`src/atrse_pkg.sv`:
```
// Shared types, constants and helpers for the ANSI text to RTF stream encoder.
// No dependencies; every other file imports this package.
package atrse_pkg;

    localparam int CU_W            = 16;
    localparam int CMDQ_DEPTH_DEF  = 4;

    localparam logic [7:0] DEF_ATTR = 8'h07;

    // Characters the text path looks for or produces
    localparam logic [15:0] CH_LF    = 16'h000a;
    localparam logic [15:0] CH_CR    = 16'h000d;
    localparam logic [15:0] CH_SP    = 16'h0020;
    localparam logic [15:0] CH_0     = 16'h0030;
    localparam logic [15:0] CH_1     = 16'h0031;
    localparam logic [15:0] CH_9     = 16'h0039;
    localparam logic [15:0] CH_SEMI  = 16'h003b;
    localparam logic [15:0] CH_BSL   = 16'h005c;
    localparam logic [15:0] CH_M     = 16'h006d;
    localparam logic [15:0] CH_LBR   = 16'h007b;
    localparam logic [15:0] CH_RBR   = 16'h007d;
    localparam logic [15:0] CH_TILDE = 16'h007e;
    localparam logic [15:0] CH_HIGH  = 16'h0080;

    // SGR codes
    localparam logic [7:0] SGR_RESET   = 8'd0;
    localparam logic [7:0] SGR_BOLD    = 8'd1;
    localparam logic [7:0] SGR_UNDER   = 8'd4;
    localparam logic [7:0] SGR_INVERSE = 8'd7;
    localparam logic [7:0] SGR_FG_BASE = 8'd30;
    localparam logic [7:0] SGR_FG_DEF  = 8'd39;
    localparam logic [7:0] SGR_BG_BASE = 8'd40;
    localparam logic [7:0] SGR_BG_DEF  = 8'd49;
    localparam logic [7:0] SGR_FG_HI   = 8'd90;
    localparam logic [7:0] SGR_BG_HI   = 8'd100;

    typedef enum logic [2:0] {
        K_CHAR,   // copy code unit
        K_PAIR,   // backslash then one char
        K_LF,     // LF \par
        K_UNI,    // \u decimal \'3f
        K_ESC     // \cf \highlight [\ul|\ul0] space
    } t_kind;

    typedef enum logic [1:0] {
        UL_NONE,
        UL_ON,
        UL_OFF
    } t_ulchg;

    typedef struct packed {
        t_kind       kind;
        logic [15:0] value;   // char to copy, escaped char, or unicode value
        logic [2:0]  upow;    // index of leading decimal power for K_UNI
        logic [4:0]  fg;      // console color + 1
        logic [4:0]  bg;
        t_ulchg      ul;
    } t_cmd;

    typedef struct packed {
        logic [7:0] attr;
        logic       ul;
    } t_attr;

    // k * 10^p, indexed [p][k]
    localparam logic [16:0] DEC_MULT [5][10] = '{
        '{17'd0, 17'd1, 17'd2, 17'd3, 17'd4, 17'd5, 17'd6, 17'd7, 17'd8, 17'd9},
        '{17'd0, 17'd10, 17'd20, 17'd30, 17'd40, 17'd50, 17'd60, 17'd70, 17'd80,
          17'd90},
        '{17'd0, 17'd100, 17'd200, 17'd300, 17'd400, 17'd500, 17'd600, 17'd700,
          17'd800, 17'd900},
        '{17'd0, 17'd1000, 17'd2000, 17'd3000, 17'd4000, 17'd5000, 17'd6000,
          17'd7000, 17'd8000, 17'd9000},
        '{17'd0, 17'd10000, 17'd20000, 17'd30000, 17'd40000, 17'd50000,
          17'd60000, 17'd70000, 17'd80000, 17'd90000}
    };

    function automatic t_attr apply_code(input logic [7:0] a, input logic ul,
                                         input logic [7:0] c);
        t_attr      r;
        logic [7:0] off;
        r.attr = a;
        r.ul   = ul;
        off    = '0;
        if (c == SGR_RESET) begin
            r.attr = DEF_ATTR;
            r.ul   = 1'b0;
        end else if (c == SGR_BOLD) begin
            r.attr = a | 8'h08;
        end else if (c == SGR_UNDER) begin
            r.ul = 1'b1;
        end else if (c == SGR_INVERSE) begin
            r.attr = {a[3:0], a[7:4]};
        end else if (c == SGR_FG_DEF) begin
            r.attr = {a[7:4], DEF_ATTR[3:0]};
        end else if (c == SGR_BG_DEF) begin
            r.attr = {DEF_ATTR[7:4], a[3:0]};
        end else if (c >= SGR_FG_BASE && c <= SGR_FG_BASE + 8'd7) begin
            off    = c - SGR_FG_BASE;
            r.attr = {a[7:4], off[3:0]};
        end else if (c >= SGR_BG_BASE && c <= SGR_BG_BASE + 8'd7) begin
            off    = c - SGR_BG_BASE;
            r.attr = {off[3:0], a[3:0]};
        end else if (c >= SGR_FG_HI && c <= SGR_FG_HI + 8'd7) begin
            off    = c - SGR_FG_HI;
            r.attr = {a[7:4], 1'b1, off[2:0]};
        end else if (c >= SGR_BG_HI && c <= SGR_BG_HI + 8'd7) begin
            off    = c - SGR_BG_HI;
            r.attr = {1'b1, off[2:0], a[3:0]};
        end
        return r;
    endfunction

    // ANSI nibble to console nibble (swap bits 0 and 2), plus one
    function automatic logic [4:0] console_plus1(input logic [3:0] v);
        return {1'b0, v[3], v[0], v[1], v[2]} + 5'd1;
    endfunction

endpackage

```
`src/atrse_if.sv`:
```
// Stream interfaces for the encoder's input and output channels.
// Depends on atrse_pkg for the code unit width.
interface atrse_in_if import atrse_pkg::*; ();
    logic            valid;
    logic            ready;
    logic            mode;
    logic [CU_W-1:0] code_unit;
    logic            seq_end;

    modport source (output valid, mode, code_unit, seq_end, input ready);
    modport sink   (input valid, mode, code_unit, seq_end, output ready);
endinterface

interface atrse_out_if import atrse_pkg::*; ();
    logic            valid;
    logic            ready;
    logic [CU_W-1:0] out_char;
    logic            out_last;

    modport source (output valid, out_char, out_last, input ready);
    modport sink   (input valid, out_char, out_last, output ready);
endinterface

```
`src/atrse_front.sv`:
```
// Front end: accepts input beats, tracks SGR parse state, classifies each
// beat into one expansion command. Depends on atrse_pkg and atrse_in_if.
module atrse_front import atrse_pkg::*; (
    input  logic        i_clk,
    input  logic        i_rst_n,
    atrse_in_if.sink    i_in,
    input  logic        i_q_full,
    output logic        o_push,
    output t_cmd        o_cmd
);

    logic       r_ul_on;
    logic [7:0] r_attr;
    logic       r_wul;
    logic [7:0] r_acc;
    logic [1:0] r_sp;
    logic       r_pa;

    logic        n_ul_on;
    logic [7:0]  n_attr;
    logic        n_wul;
    logic [7:0]  n_acc;
    logic [1:0]  n_sp;
    logic        n_pa;

    logic        fire;
    logic [15:0] c;
    logic        is_digit;
    logic        sp0;
    logic        sp_ge2;
    logic [7:0]  attr_b;
    logic [7:0]  acc_b;
    logic        wul_b;
    logic        pa_b;
    logic [11:0] acc_x10;
    t_attr       app;
    logic        emit;

    assign i_in.ready = !i_q_full;
    assign fire       = i_in.valid && i_in.ready;
    assign c          = i_in.code_unit;

    always_comb begin
        is_digit = (c >= CH_0) && (c <= CH_9);
        sp0      = (r_sp == 2'd0);
        sp_ge2   = r_sp[1];
        // a new sequence starts from defaults
        attr_b   = sp0 ? DEF_ATTR : r_attr;
        wul_b    = sp0 ? 1'b0 : r_wul;
        acc_b    = sp0 ? 8'd0 : r_acc;
        pa_b     = sp0 ? 1'b1 : r_pa;
        acc_x10  = {1'b0, acc_b, 3'b000} + {3'b000, acc_b, 1'b0} + {8'h00, c[3:0]};
        app      = apply_code(attr_b, wul_b, acc_b);

        n_attr = attr_b;
        n_wul  = wul_b;
        n_acc  = acc_b;
        n_pa   = pa_b;
        if (sp_ge2 && pa_b) begin
            if (is_digit) begin
                n_acc = (acc_x10 > 12'd255) ? 8'hff : acc_x10[7:0];
            end else begin
                n_attr = app.attr;
                n_wul  = app.ul;
                n_acc  = 8'd0;
                if (c != CH_SEMI) begin
                    n_pa = 1'b0;
                end
            end
        end

        emit    = i_in.seq_end && sp_ge2 && (c == CH_M);
        n_ul_on = emit ? n_wul : r_ul_on;

        if (i_in.seq_end) begin
            n_sp  = 2'd0;
            n_acc = 8'd0;
            n_pa  = 1'b1;
        end else begin
            n_sp = (r_sp == 2'd3) ? 2'd3 : r_sp + 2'd1;
        end
    end

    // command build
    always_comb begin
        o_cmd.kind  = K_CHAR;
        o_cmd.value = c;
        if (c >= 16'd10000) begin
            o_cmd.upow = 3'd4;
        end else if (c >= 16'd1000) begin
            o_cmd.upow = 3'd3;
        end else begin
            o_cmd.upow = 3'd2;
        end
        o_cmd.fg = console_plus1(n_attr[3:0]);
        o_cmd.bg = console_plus1(n_attr[7:4]);
        if (n_wul && !r_ul_on) begin
            o_cmd.ul = UL_ON;
        end else if (!n_wul && r_ul_on) begin
            o_cmd.ul = UL_OFF;
        end else begin
            o_cmd.ul = UL_NONE;
        end

        if (i_in.mode) begin
            o_cmd.kind = K_ESC;
        end else if (c == CH_BSL || c == CH_LBR || c == CH_RBR) begin
            o_cmd.kind = K_PAIR;
        end else if (c == CH_SP) begin
            o_cmd.kind  = K_PAIR;
            o_cmd.value = CH_TILDE;
        end else if (c == CH_LF) begin
            o_cmd.kind = K_LF;
        end else if (c >= CH_HIGH) begin
            o_cmd.kind = K_UNI;
        end

        o_push = fire && (i_in.mode ? emit : (c != CH_CR));
    end

    always_ff @(posedge i_clk) begin
        if (!i_rst_n) begin
            r_ul_on <= 1'b0;
            r_attr  <= DEF_ATTR;
            r_wul   <= 1'b0;
            r_acc   <= 8'd0;
            r_sp    <= 2'd0;
            r_pa    <= 1'b1;
        end else if (fire && i_in.mode) begin
            r_ul_on <= n_ul_on;
            r_attr  <= n_attr;
            r_wul   <= n_wul;
            r_acc   <= n_acc;
            r_sp    <= n_sp;
            r_pa    <= n_pa;
        end
    end

endmodule

```
`src/atrse_cmdq.sv`:
```
// Small command queue between front end and serializer.
// Depends on atrse_pkg for the command type.
module atrse_cmdq import atrse_pkg::*; #(
    parameter int DEPTH = CMDQ_DEPTH_DEF
) (
    input  logic i_clk,
    input  logic i_rst_n,
    input  logic i_push,
    input  t_cmd i_cmd,
    output logic o_full,
    input  logic i_pop,
    output logic o_empty,
    output t_cmd o_head
);

    localparam int PW = $clog2(DEPTH);
    localparam int CW = $clog2(DEPTH + 1);

    t_cmd          r_mem [DEPTH];
    logic [PW-1:0] r_wptr;
    logic [PW-1:0] r_rptr;
    logic [CW-1:0] r_cnt;

    assign o_full  = (r_cnt == CW'(DEPTH));
    assign o_empty = (r_cnt == '0);
    assign o_head  = r_mem[r_rptr];

    always_ff @(posedge i_clk) begin
        if (!i_rst_n) begin
            r_wptr <= '0;
            r_rptr <= '0;
            r_cnt  <= '0;
        end else begin
            if (i_push) begin
                r_wptr <= (r_wptr == PW'(DEPTH - 1)) ? '0 : r_wptr + 1'b1;
            end
            if (i_pop) begin
                r_rptr <= (r_rptr == PW'(DEPTH - 1)) ? '0 : r_rptr + 1'b1;
            end
            if (i_push && !i_pop) begin
                r_cnt <= r_cnt + 1'b1;
            end else if (!i_push && i_pop) begin
                r_cnt <= r_cnt - 1'b1;
            end
        end
    end

    always_ff @(posedge i_clk) begin
        if (i_push) begin
            r_mem[r_wptr] <= i_cmd;
        end
    end

endmodule

```
`src/atrse_back.sv`:
```
// Back end: expands one command into RTF characters, one beat per cycle
// when o_out is ready, via an output register; uses atrse_pkg, atrse_out_if.
module atrse_back import atrse_pkg::*; (
    input  logic        i_clk,
    input  logic        i_rst_n,
    input  logic        i_q_empty,
    input  t_cmd        i_head,
    output logic        o_pop,
    atrse_out_if.source o_out
);

    typedef enum logic [12:0] {
        ST_IDLE  = 13'b0000000000001,
        ST_CHAR  = 13'b0000000000010,
        ST_PAIR  = 13'b0000000000100,
        ST_LF    = 13'b0000000001000,
        ST_UPRE  = 13'b0000000010000,
        ST_UDIG  = 13'b0000000100000,
        ST_UPOST = 13'b0000001000000,
        ST_ECF   = 13'b0000010000000,
        ST_EFG   = 13'b0000100000000,
        ST_EHL   = 13'b0001000000000,
        ST_EBG   = 13'b0010000000000,
        ST_EUL   = 13'b0100000000000,
        ST_ESP   = 13'b1000000000000
    } t_bstate;

    // strings left-aligned in 80 bits
    localparam logic [79:0] S_LF = {8'h0a, "\\par ", 32'h0};
    localparam logic [79:0] S_U  = {"\\u", 64'h0};
    localparam logic [79:0] S_Q  = {8'h5c, 8'h27, "3f", 48'h0};
    localparam logic [79:0] S_CF = {"\\cf", 56'h0};
    localparam logic [79:0] S_HL = "\\highlight";
    localparam logic [79:0] S_UL = {"\\ul0", 48'h0};

    function automatic logic [7:0] pick(input logic [79:0] s, input logic [3:0] idx);
        logic [79:0] t;
        t = s << {idx, 3'b000};
        return t[79:72];
    endfunction

    // one or two decimal digits of a value 1..16
    function automatic logic [7:0] small_dec(input logic [4:0] x, input logic [3:0] idx);
        logic [4:0] lo;
        lo = x - 5'd10;
        if (x >= 5'd10) begin
            return (idx == 4'd0) ? CH_1[7:0] : CH_0[7:0] + {4'h0, lo[3:0]};
        end
        return CH_0[7:0] + {4'h0, x[3:0]};
    endfunction

    function automatic t_bstate start_of(input t_kind k);
        case (k)
            K_CHAR:  return ST_CHAR;
            K_PAIR:  return ST_PAIR;
            K_LF:    return ST_LF;
            K_UNI:   return ST_UPRE;
            K_ESC:   return ST_ECF;
            default: return ST_CHAR;
        endcase
    endfunction

    t_bstate     r_state;
    logic [3:0]  r_idx;
    t_cmd        r_cmd;
    logic [15:0] r_val;
    logic [2:0]  r_pow;
    logic        r_out_valid;
    logic [15:0] r_out_char;
    logic        r_out_last;

    t_bstate     nxt;
    logic [15:0] n_char;
    logic        seg_done;
    logic        cmd_done;
    logic [3:0]  dig;
    logic        step_en;
    logic        load_en;

    always_comb begin
        dig = 4'd0;
        for (int k = 1; k < 10; k++) begin
            if ({1'b0, r_val} >= DEC_MULT[r_pow][k]) begin
                dig = 4'(k);
            end
        end
    end

    always_comb begin
        n_char   = '0;
        seg_done = 1'b0;
        cmd_done = 1'b0;
        nxt      = r_state;
        case (r_state)
            ST_CHAR: begin
                n_char   = r_cmd.value;
                seg_done = 1'b1;
                cmd_done = 1'b1;
            end
            ST_PAIR: begin
                n_char   = (r_idx == 4'd0) ? CH_BSL : r_cmd.value;
                seg_done = (r_idx == 4'd1);
                cmd_done = seg_done;
            end
            ST_LF: begin
                n_char   = {8'h00, pick(S_LF, r_idx)};
                seg_done = (r_idx == 4'd5);
                cmd_done = seg_done;
            end
            ST_UPRE: begin
                n_char   = {8'h00, pick(S_U, r_idx)};
                seg_done = (r_idx == 4'd1);
                nxt      = ST_UDIG;
            end
            ST_UDIG: begin
                n_char   = CH_0 + {12'h000, dig};
                seg_done = (r_pow == 3'd0);
                nxt      = ST_UPOST;
            end
            ST_UPOST: begin
                n_char   = {8'h00, pick(S_Q, r_idx)};
                seg_done = (r_idx == 4'd3);
                cmd_done = seg_done;
            end
            ST_ECF: begin
                n_char   = {8'h00, pick(S_CF, r_idx)};
                seg_done = (r_idx == 4'd2);
                nxt      = ST_EFG;
            end
            ST_EFG: begin
                n_char   = {8'h00, small_dec(r_cmd.fg, r_idx)};
                seg_done = (r_cmd.fg >= 5'd10) ? (r_idx == 4'd1) : 1'b1;
                nxt      = ST_EHL;
            end
            ST_EHL: begin
                n_char   = {8'h00, pick(S_HL, r_idx)};
                seg_done = (r_idx == 4'd9);
                nxt      = ST_EBG;
            end
            ST_EBG: begin
                n_char   = {8'h00, small_dec(r_cmd.bg, r_idx)};
                seg_done = (r_cmd.bg >= 5'd10) ? (r_idx == 4'd1) : 1'b1;
                nxt      = (r_cmd.ul == UL_NONE) ? ST_ESP : ST_EUL;
            end
            ST_EUL: begin
                n_char   = {8'h00, pick(S_UL, r_idx)};
                seg_done = (r_cmd.ul == UL_OFF) ? (r_idx == 4'd3) : (r_idx == 4'd2);
                nxt      = ST_ESP;
            end
            ST_ESP: begin
                n_char   = CH_SP;
                seg_done = 1'b1;
                cmd_done = 1'b1;
            end
            default: begin
                n_char = '0;
            end
        endcase
    end

    assign step_en = (r_state != ST_IDLE) && (!r_out_valid || o_out.ready);
    assign load_en = !i_q_empty && ((r_state == ST_IDLE) || (step_en && cmd_done));
    assign o_pop   = load_en;

    assign o_out.valid    = r_out_valid;
    assign o_out.out_char = r_out_char;
    assign o_out.out_last = r_out_last;

    always_ff @(posedge i_clk) begin
        if (!i_rst_n) begin
            r_state     <= ST_IDLE;
            r_out_valid <= 1'b0;
        end else begin
            if (step_en) begin
                r_out_valid <= 1'b1;
            end else if (o_out.ready) begin
                r_out_valid <= 1'b0;
            end
            if (load_en) begin
                r_state <= start_of(i_head.kind);
            end else if (step_en) begin
                if (cmd_done) begin
                    r_state <= ST_IDLE;
                end else if (seg_done) begin
                    r_state <= nxt;
                end
            end
        end
    end

    always_ff @(posedge i_clk) begin
        if (step_en) begin
            r_out_char <= n_char;
            r_out_last <= cmd_done;
        end
        if (load_en) begin
            r_idx <= 4'd0;
            r_cmd <= i_head;
            r_val <= i_head.value;
            r_pow <= i_head.upow;
        end else if (step_en) begin
            r_idx <= seg_done ? 4'd0 : r_idx + 4'd1;
            if (r_state == ST_UDIG) begin
                r_val <= r_val - DEC_MULT[r_pow][dig][15:0];
                r_pow <= r_pow - 3'd1;
            end
        end
    end

endmodule

```
`src/ansi_text_to_rtf_stream_encoder_core.sv`:
```
// ANSI text to RTF stream encoder, top level.
// Input channel i_in: one beat per 16-bit code unit, with mode (0 = text,
// 1 = part of an SGR escape) and seq_end marking an escape's last character.
// Output channel o_out: one beat per RTF character; out_last flags the final
// character produced by an input beat. Beats that produce nothing (CR, escape
// characters other than a closing 'm') are absorbed without output.
// Front end parses SGR codes and classifies each beat into a command; a
// command queue decouples it from the serializer, which emits one character
// per cycle through an output register while the receiver is ready.
// Throughput: the serializer sets the rate, one output character per cycle
// while the receiver is ready; a beat occupies it until its last character
// is out, so plain text sustains one beat per cycle. Input accepts while
// the queue has room.
// Reset: synchronous, active low; clears parse state (attribute 7, no
// underline), empties the queue and drops any pending output.
// Receiver stall: the output register holds its beat; the serializer and
// then the queue back up, and i_in.ready drops once the queue is full.
module ansi_text_to_rtf_stream_encoder_core import atrse_pkg::*; #(
    parameter int CMDQ_DEPTH = CMDQ_DEPTH_DEF
) (
    input  logic        i_clk,
    input  logic        i_rst_n,
    atrse_in_if.sink    i_in,
    atrse_out_if.source o_out
);

    logic q_push;
    logic q_full;
    logic q_pop;
    logic q_empty;
    t_cmd q_in;
    t_cmd q_head;

    // parse and classify
    atrse_front u_front (
        .i_clk    (i_clk),
        .i_rst_n  (i_rst_n),
        .i_in     (i_in),
        .i_q_full (q_full),
        .o_push   (q_push),
        .o_cmd    (q_in)
    );

    // decoupling queue
    atrse_cmdq #(
        .DEPTH (CMDQ_DEPTH)
    ) u_cmdq (
        .i_clk   (i_clk),
        .i_rst_n (i_rst_n),
        .i_push  (q_push),
        .i_cmd   (q_in),
        .o_full  (q_full),
        .i_pop   (q_pop),
        .o_empty (q_empty),
        .o_head  (q_head)
    );

    // character serializer
    atrse_back u_back (
        .i_clk     (i_clk),
        .i_rst_n   (i_rst_n),
        .i_q_empty (q_empty),
        .i_head    (q_head),
        .o_pop     (q_pop),
        .o_out     (o_out)
    );

endmodule
```
`src/flat_wrapper.sv`:
```
// flat-port wrapper written by rule: the top's interface ports become plain ports
module ansi_text_to_rtf_stream_encoder_core_flat import atrse_pkg::*;
#(
    parameter int CMDQ_DEPTH = CMDQ_DEPTH_DEF
)
  (i_clk, i_rst_n, i_in_valid, i_in_mode, i_in_code_unit, i_in_seq_end, i_in_ready, o_out_valid, o_out_out_char, o_out_out_last, o_out_ready);
  atrse_in_if i_in_i ();
  atrse_out_if o_out_i ();
  input  logic i_clk;
  input  logic i_rst_n;
  input wire logic [$bits(i_in_i.valid)-1:0] i_in_valid;
  input wire logic [$bits(i_in_i.mode)-1:0] i_in_mode;
  input wire logic [$bits(i_in_i.code_unit)-1:0] i_in_code_unit;
  input wire logic [$bits(i_in_i.seq_end)-1:0] i_in_seq_end;
  output wire logic [$bits(i_in_i.ready)-1:0] i_in_ready;
  output wire logic [$bits(o_out_i.valid)-1:0] o_out_valid;
  output wire logic [$bits(o_out_i.out_char)-1:0] o_out_out_char;
  output wire logic [$bits(o_out_i.out_last)-1:0] o_out_out_last;
  input wire logic [$bits(o_out_i.ready)-1:0] o_out_ready;
  assign i_in_i.valid = i_in_valid;
  assign i_in_i.mode = i_in_mode;
  assign i_in_i.code_unit = i_in_code_unit;
  assign i_in_i.seq_end = i_in_seq_end;
  assign i_in_ready = i_in_i.ready;
  assign o_out_valid = o_out_i.valid;
  assign o_out_out_char = o_out_i.out_char;
  assign o_out_out_last = o_out_i.out_last;
  assign o_out_i.ready = o_out_ready;
  ansi_text_to_rtf_stream_encoder_core #(.CMDQ_DEPTH(CMDQ_DEPTH)) u_core (.i_clk(i_clk), .i_rst_n(i_rst_n), .i_in(i_in_i), .o_out(o_out_i));
endmodule
```
`config.mk`:
```
export PLATFORM = sky130hd
export DESIGN_NAME = ansi_text_to_rtf_stream_encoder_core_flat
export DESIGN_NICKNAME = d
export VERILOG_FILES = /design/src/atrse_pkg.sv /design/src/atrse_if.sv /design/src/atrse_front.sv /design/src/atrse_cmdq.sv /design/src/atrse_back.sv /design/src/ansi_text_to_rtf_stream_encoder_core.sv /design/src/flat_wrapper.sv
export SDC_FILE = /design/constraint.sdc
export NUM_CORES = 1
export LEC_CHECK = 0
export BUFFER_PORTS_ARGS = -buffer_cell sky130_fd_sc_hd__buf_2
export CORE_MARGIN = 2
export CORE_UTILIZATION = 40
export CTS_CLUSTER_DIAMETER = 200
export CTS_CLUSTER_SIZE = 30
export DETAILED_ROUTE_END_ITERATION = 8
export GPL_ROUTABILITY_DRIVEN = 0
export GPL_TIMING_DRIVEN = 0
export PLACE_DENSITY = 0.67
export SYNTH_ARGS = -nofsm -noshare
export SYNTH_HDL_FRONTEND = slang
export SYNTH_SLANG_ARGS = --single-unit
```
`constraint.sdc`:
```
create_clock -name i_clk -period 6.5 [get_ports i_clk]
set_input_delay 0.65 -clock i_clk [delete_from_list [all_inputs] [get_ports i_clk]]
set_output_delay 0.65 -clock i_clk [all_outputs]
set_load 0.005 [all_outputs]
```
[After elaboration in Yosys (flattened, before gate mapping)]
Memories as Yosys holds them, arrays and structs flattened. A register that Yosys moved wholly into a read port is not among the register bits.
Index checks and enable logic that the tools add are counted.
Storage, ports and cells
  bits in writable memories: 136
  logic and storage cells: 265
  memories: 2
  output and inout port bits: 19
  bits in read-only memories: 1360
  bits in registers: 110
  input bits: 22
Memory list
  (no name shown): depth 8, bits a word 170, rd ports 1, clocked after memory_dff 0, wr ports 0, RTL line atrse_back.sv:204  | r_val <= r_val - DEC_MULT[r_pow][dig][15:0];
  u_core.u_cmdq.r_mem: depth 4, bits a word 34, rd ports 1, clocked after memory_dff 1, wr ports 1, RTL line atrse_cmdq.sv:19  | t_cmd r_mem [DEPTH];
Cells by class
  reductions and logical operators: 46
  equal/unequal tests: 41
  shift-type cells: 6
  bitwise logic cells: 2
  order comparisons: 27
  multiplexer cells: 98
  add/sub/neg operators: 23
Operator list (count)
  79-bit by 7-bit left shift with 80-bit output, first input constant: 5
  170-bit two-way mux: 2
  16-bit case mux with 12 select lines: 1
  8-bit two-way mux: 21
  16-bit by 17-bit >= comparator with 1-bit output: 9
  16-bit two-way mux: 9
  13-bit case mux with 7 select lines: 1
  76-bit by 7-bit left shift with 80-bit output, first input constant: 1
  17-bit binary-select mux with 4-bit select: 1
  13-bit two-way mux: 5
  16-bit by 7-bit equality test with 1-bit output, second input constant: 4
  4-bit two-way mux: 9
  6-bit by 4-bit adder with 7-bit output, first input constant: 5
  8-bit case mux with 4 select lines: 1
  3-bit two-way mux: 10
  1-bit two-way mux: 24
  1-bit logical AND: 18
  2-bit two-way mux: 9
  16-bit by 4-bit equality test with 1-bit output, second input constant: 1
  16-bit by 6-bit equality test with 1-bit output, second input constant: 1
  8-bit by 3-bit equality test with 1-bit output, second input constant: 2
  8-bit by 6-bit equality test with 1-bit output, second input constant: 2
  16-bit by 10-bit >= comparator with 1-bit output, second input constant: 1
  16-bit by 14-bit >= comparator with 1-bit output, second input constant: 1
  66 further kinds: 100

[Logic depth before layout (Yosys ltp)]
  depth in word-level cells: 22
  mapped depth: 29
  gate-level depth less buffers: 27

[Cells and area by module]
Synthesis repeated with hierarchy kept, for this count alone.
Second synthesis, totals
  cells, all modules: 1513
  area, all modules: 15902.8 um2
Modules (own cells, without submodules)
  atrse_back: cells an instance 917, area an instance 7906.3 um2, times used 1
  atrse_cmdq: cells an instance 222, area an instance 5412.7 um2, times used 1
  atrse_front: cells an instance 374, area an instance 2583.7 um2, times used 1

[Worst setup path before layout]
Ideal clock, no wire load.
  path type: register to register
  start point: register u_core.u_back.r_pow[2]
  end point: register u_core.u_back.r_val[14] (data pin)
  required time: 6240 ps
  library setup time: 260 ps
  setup slack: 442 ps
  arrival time: 5798 ps
  buffers on the path: 4
  cell stages (with the launch flop): 27
  path through: edfxtp_1 -> clkbuf_1 -> inv_1 -> clkbuf_1 -> clkbuf_1 -> ha_1 -> a2111oi_0 -> nor3b_1 -> o211ai_1 -> and4bb_1 -> o311a_1 -> nor2_2 -> buf_4 -> mux2i_1 -> nor3_1 -> a211oi_1 -> ha_1 -> nor2b_1 -> o21ai_0 -> a21oi_1 -> o21ai_0 -> a21oi_1 -> o2111ai_1 -> nand4b_1 -> a31oi_1 -> xnor2_1 -> mux2_2
On the way
  word-level cells in the longest chain between the ends: 22
Ends and longest elaborated chain
  start: declaration: RTL line atrse_back.sv:67  | logic [2:0] r_pow;
  start signal: assignment: RTL line atrse_back.sv:200  | r_pow <= i_head.upow;
  start signal: assignment: RTL line atrse_back.sv:205  | r_pow <= r_pow - 3'd1;
  3-bit NOT with 4-bit output (not written as such) *: RTL line atrse_back.sv:83, atrse_back.sv:204
  memory 8 x 170 bit *
  170-bit two-way mux (not written as such) * (2 in a row): RTL line atrse_back.sv:204
  16-bit by 17-bit >= comparator with 1-bit output: RTL line atrse_back.sv:83  | if ({1'b0, r_val} >= DEC_MULT[r_pow][k]) begin
  1-bit two-way mux: RTL line atrse_back.sv:83
  4-bit two-way mux (8 in a row): RTL line atrse_back.sv:83
  4-bit NOT with 5-bit output (not written as such): RTL line atrse_back.sv:204
  17-bit binary-select mux with 4-bit select *: RTL line atrse_back.sv:204
  16-bit two-way mux (not written as such) * (2 in a row): RTL line atrse_back.sv:204
  16-bit subtractor *: RTL line atrse_back.sv:204
  16-bit two-way mux *: RTL line atrse_back.sv:203  | if (r_state == ST_UDIG) begin
  16-bit two-way mux *: RTL line atrse_back.sv:201  | end else if (step_en) begin
  16-bit two-way mux *: RTL line atrse_back.sv:196  | if (load_en) begin
  end signal: assignment: RTL line atrse_back.sv:199  | r_val <= i_head.value;
  end signal: assignment: RTL line atrse_back.sv:204
  end: declaration: RTL line atrse_back.sv:66  | logic [15:0] r_val;
Mark *: on every way between the ends. The rest lies on a longest branch, timed or not. The select of a mux whose other input is x is not followed.
A chain may end at the register's enable or synchronous reset.

[Worst setup path in the final report]
  start point: register u_core.u_back.r_pow[2]
  end point: register u_core.u_back.r_val[15] (data pin)
The elaborated chain is that of the path after synthesis.

==> results.json <==
{
  "ant_nets": 0,
  "synth_edf_count": 200,
  "numClockSinks": 248,
  "clk_pin_slew_ns": 0.12,
  "synth_top_area_share_pct": 38.62,
  "dr.pass1.iters": 6,
  "yosys-top-cells-area": "edfxtp_1 (39%), ha_1 (10%), dfxtp_1 (6.2%), mux4_2 (4.9%), nand2_1 (3.2%)",
  "worst-setup-path-type": "reg2reg",
  "area_delta_synth_final_pct": 10.60,
  "ys_seq_area_share_pct": 44.80,
  "drt_iter0_markers": 812,
  "n_fill_cell": 3608,
  "clk-insertion-delay-late_ns": 0.49,
  "r2r_cells": 26,
  "synth_ff_type": "edfxtp_1",
  "core_um2": 38470,
  "pre_cts_ws_ns": -1.490,
  "critPathLaunch": "u_core.u_back.r_pow[2]$_DFFE_PP_",
  "cts_hold_buffers": 0,
  "avgViaCountPerCell": 5.924,
  "multiInputGateArea_um2": 8282,
  "slew_violations": 0,
  "dpl_cell_area_um2": 16550,
  "htree_num_levels": 1,
  "timing.critical_path.to": "u_core.u_back.r_val[15]$_DFFE_PP_",
  "period_share_pct": 97.54,
  "crit_fanout": 21,
  "ys_types": 92,
  "dp_hpwl_um": 30370,
  "dieWidth_um": 201.2,
  "ys_ff_latch": 248,
  "holdCritPathClass": "reg2reg",
  "cp_data_required_time_ns": 6.83,
  "rrSetupSlack_ns": 0.16,
  "die_y_um": 201.2,
  "overflow": 0,
  "setup_ws_ns": 0.1601,
  "ys_warn_count": 0,
  "hold_viol_final": 0,
  "dieArea_um2": 40470,
  "layout-drive-gt1-share_pct": 11.86,
  "period_needed_ns": 6.340,
  "grt_pass1_wl_um": 64140,
  "syn-num-nets": 1648,
  "synth_cells": 1495,
  "grt_max_degree": 38,
  "worst_setup_path_start_kind": "flop",
  "worstSetupEndpointType": "flop",
  "grt_pass1_vias": 11920,
  "io_buffers": 40,
  "status": "finished clean",
  "grt_use_total_pct": 19.58,
  "cts_tree": "done",
  "maxCapViolCount": 0,
  "setup_viol": 0,
  "num_antenna_cells": 0,
  "relSlewSlack_pct": 30.72,
  "cts_buffers": 12,
  "root_buffer": "clkbuf_16",
  "nNetsFinal": 1715,
  "yosysTopAreaCell": "edfxtp_1",
  "worst_slew_pin_slew_ns": 1.033,
  "syn_avg_cell_area_um2": 10.40,
  "r2r-start": "u_core.u_back.r_pow[2]$_DFFE_PP_",
  "route.vias.total": 12360,
  "wire_per_inst_um": 19.28,
  "r2r_end": "u_core.u_back.r_val[15]$_DFFE_PP_",
  "cts_buffer_depth": 3,
  "regArea_um2": 6967,
  "antenna_found_initial": 3,
  "final_area_um2": 17200,
  "drc": 0,
  "arrival_ns": 6.67,
  "ios": 41,
  "netlist_area_um2": 15550,
  "initial_utilization_pct": 40.43,
  "fmax_mhz": 157.7,
  "async_flop_share_pct": 0,
  "drt_wl_total_um": 40220,
  "row_count": 72,
  "clock_skew_ns": 0.02883
}
[cells by family (layout without fill, tap and decap cells)]
family                     after synthesis  in the layout  synth area share [%]
adders and majority gates              131            131                 10.73
AOI/OAI and AO/OA                      398            398                 16.95
xor gates and xnor gates                27             27                 1.521
muxes                                   52             52                 6.107
DFF                                    248            248                 44.80
buffers and inverters                  131            204                 3.299
and+or+nand+nor                        508            508                 16.59
[per-stage QoR]
stage / std cells / TNS [ns] / util (%) / hold slack (ns)
3_3_place_gp: 2053 / -8.848 / 42.63 / 0.4557
3_5_place_dp: 2058 / -9.886 / 43.03 / 0.4635
5_1_grt: 2086 / -0.07494 / 44.71 / 0.4826
6_report: 2086 / 0 / 44.71 / 0.4778
2_1_floorplan: 1495 / 0 / - / 0.4414
4_1_cts: 2084 / 0 / 44.29 / 0.4633
[layer usage]
metal | track usage, % | wire [µm] | vias up
met5 | 0 | 28 | -
met4 | 6.145 | 1258 | 6
met3 | 2.187 | 2286 | 96
met2 | 33.04 | 19040 | 462
met1 | 26.49 | 17600 | 5962
li1 | - | - | 5832
[repair_timing]
action	in CTS	in global routing
buffers inserted	7	2
resized for setup	20	37
setup endpoints to repair	13	6
pin swaps	1	2
[how the worst min path moves through the flow]
stage / start / end / slack [ns] / cells past startpoint
finish: u_core.u_front.r_attr[3]$_SDFFE_PN0P_ / u_core.u_front.r_attr[3]$_SDFFE_PN0P_ / 0.48 / 2
global route: i_rst_n / u_core.u_back.r_state[11]$_SDFFE_PN0P_ / 0.48 / 2
CTS: i_in_mode / u_core.u_cmdq.r_mem[1][33]$_DFFE_PP_ / 0.46 / 1
detailed placement: u_core.u_front.r_attr[3]$_SDFFE_PN0P_ / u_core.u_front.r_attr[3]$_SDFFE_PN0P_ / 0.46 / 2
global placement: u_core.u_front.r_attr[7]$_SDFFE_PN0P_ / u_core.u_front.r_attr[7]$_SDFFE_PN0P_ / 0.46 / 2
floorplan: u_core.u_front.r_pa$_SDFFE_PN1P_ / u_core.u_front.r_pa$_SDFFE_PN1P_ / 0.44 / 2
[Yosys cell counts (17+ instances only)]
library cell	n
edfxtp_1	200
nand2_1	131
ha_1	127
nor2_1	114
o21ai_0	96
a21oi_1	86
inv_1	63
dfxtp_1	48
clkbuf_1	45
nor3_1	40
mux4_2	34
nor2b_1	33
nand4_1	29
nand3_1	27
o211ai_1	25
and2_1	24
a31oi_1	19
xnor2_1	17
[critical path: stages (launching register included)]
cell	delay, ns
edfxtp_1	0.53
inv_1	0.22
buf_6	0.20
buf_12	0.19
ha_2	0.34
nor4b_1	0.28
and4_2	0.34
o2111a_1	0.29
a2111oi_4	0.09
and4bb_1	0.26
o311a_4	0.40
nor2_4	0.17
buf_4	0.22
mux2i_1	0.22
nor3_1	0.07
a211oi_2	0.28
ha_1	0.31
o21ai_0	0.17
a21oi_1	0.08
o211ai_1	0.26
a21o_1	0.19
a31oi_1	0.13
a21o_1	0.22
a21oi_2	0.17
o21ai_0	0.13
and3_1	0.21
o31ai_2	0.20
[state kept, by name, summed over array words and instances (netlist names), 3 cells and up, named ones only]
name and flops:
u_core.u_cmdq.r_mem 136, u_core.u_back.r_cmd 28, u_core.u_back.o_out.out_char 16, u_core.u_back.r_val 16, u_core.u_back.r_state 13, u_core.u_front.r_acc 8, u_core.u_front.r_attr 8, u_core.u_back.r_idx 4
u_core.u_back.r_pow 3, u_core.u_cmdq.r_cnt 3
[final cells by class]
| type | count | share of cell area (%) |
|---|---|---|
| well taps | 518 | 3.768 |
| clock inverters | 1 | 0.1746 |
| multi-input cells | 1116 | 48.15 |
| inverters | 66 | 1.440 |
| repair buffers | 54 | 2.241 |
| clock buffers | 19 | 2.022 |
| plain buffers | 64 | 1.695 |
| flip-flops and latches | 248 | 40.51 |
[placed cells by master, fill, tap and decap left out, drive strengths merged, types with 5 or more instances in the layout]
master   count
nand2b      16
a21boi      17
a21oi       87
a211o        8
nor2b       33
and3        16
o2111ai      5
o211ai      25
a21o        14
xor2        10
or3         10
nand4       29
o21ai      112
nand3       27
dfxtp       48
nor3b        7
mux2i       15
clkbuf      62
inv         64
xnor2       17
a31oi       19
a2111oi      6
o21a         9
and4b        5
ha         127
a211oi      19
buf         75
nor4        13
or2         15
edfxtp     200
nand4b       9
o22ai        8
o31ai       13
a32oi        5
and2        24
nor2       115
nor3        40
mux4        34
nand2      131
Power is not shown: default switching activity piles up to over one toggle a cycle in this logic, so the estimate is an artifact.
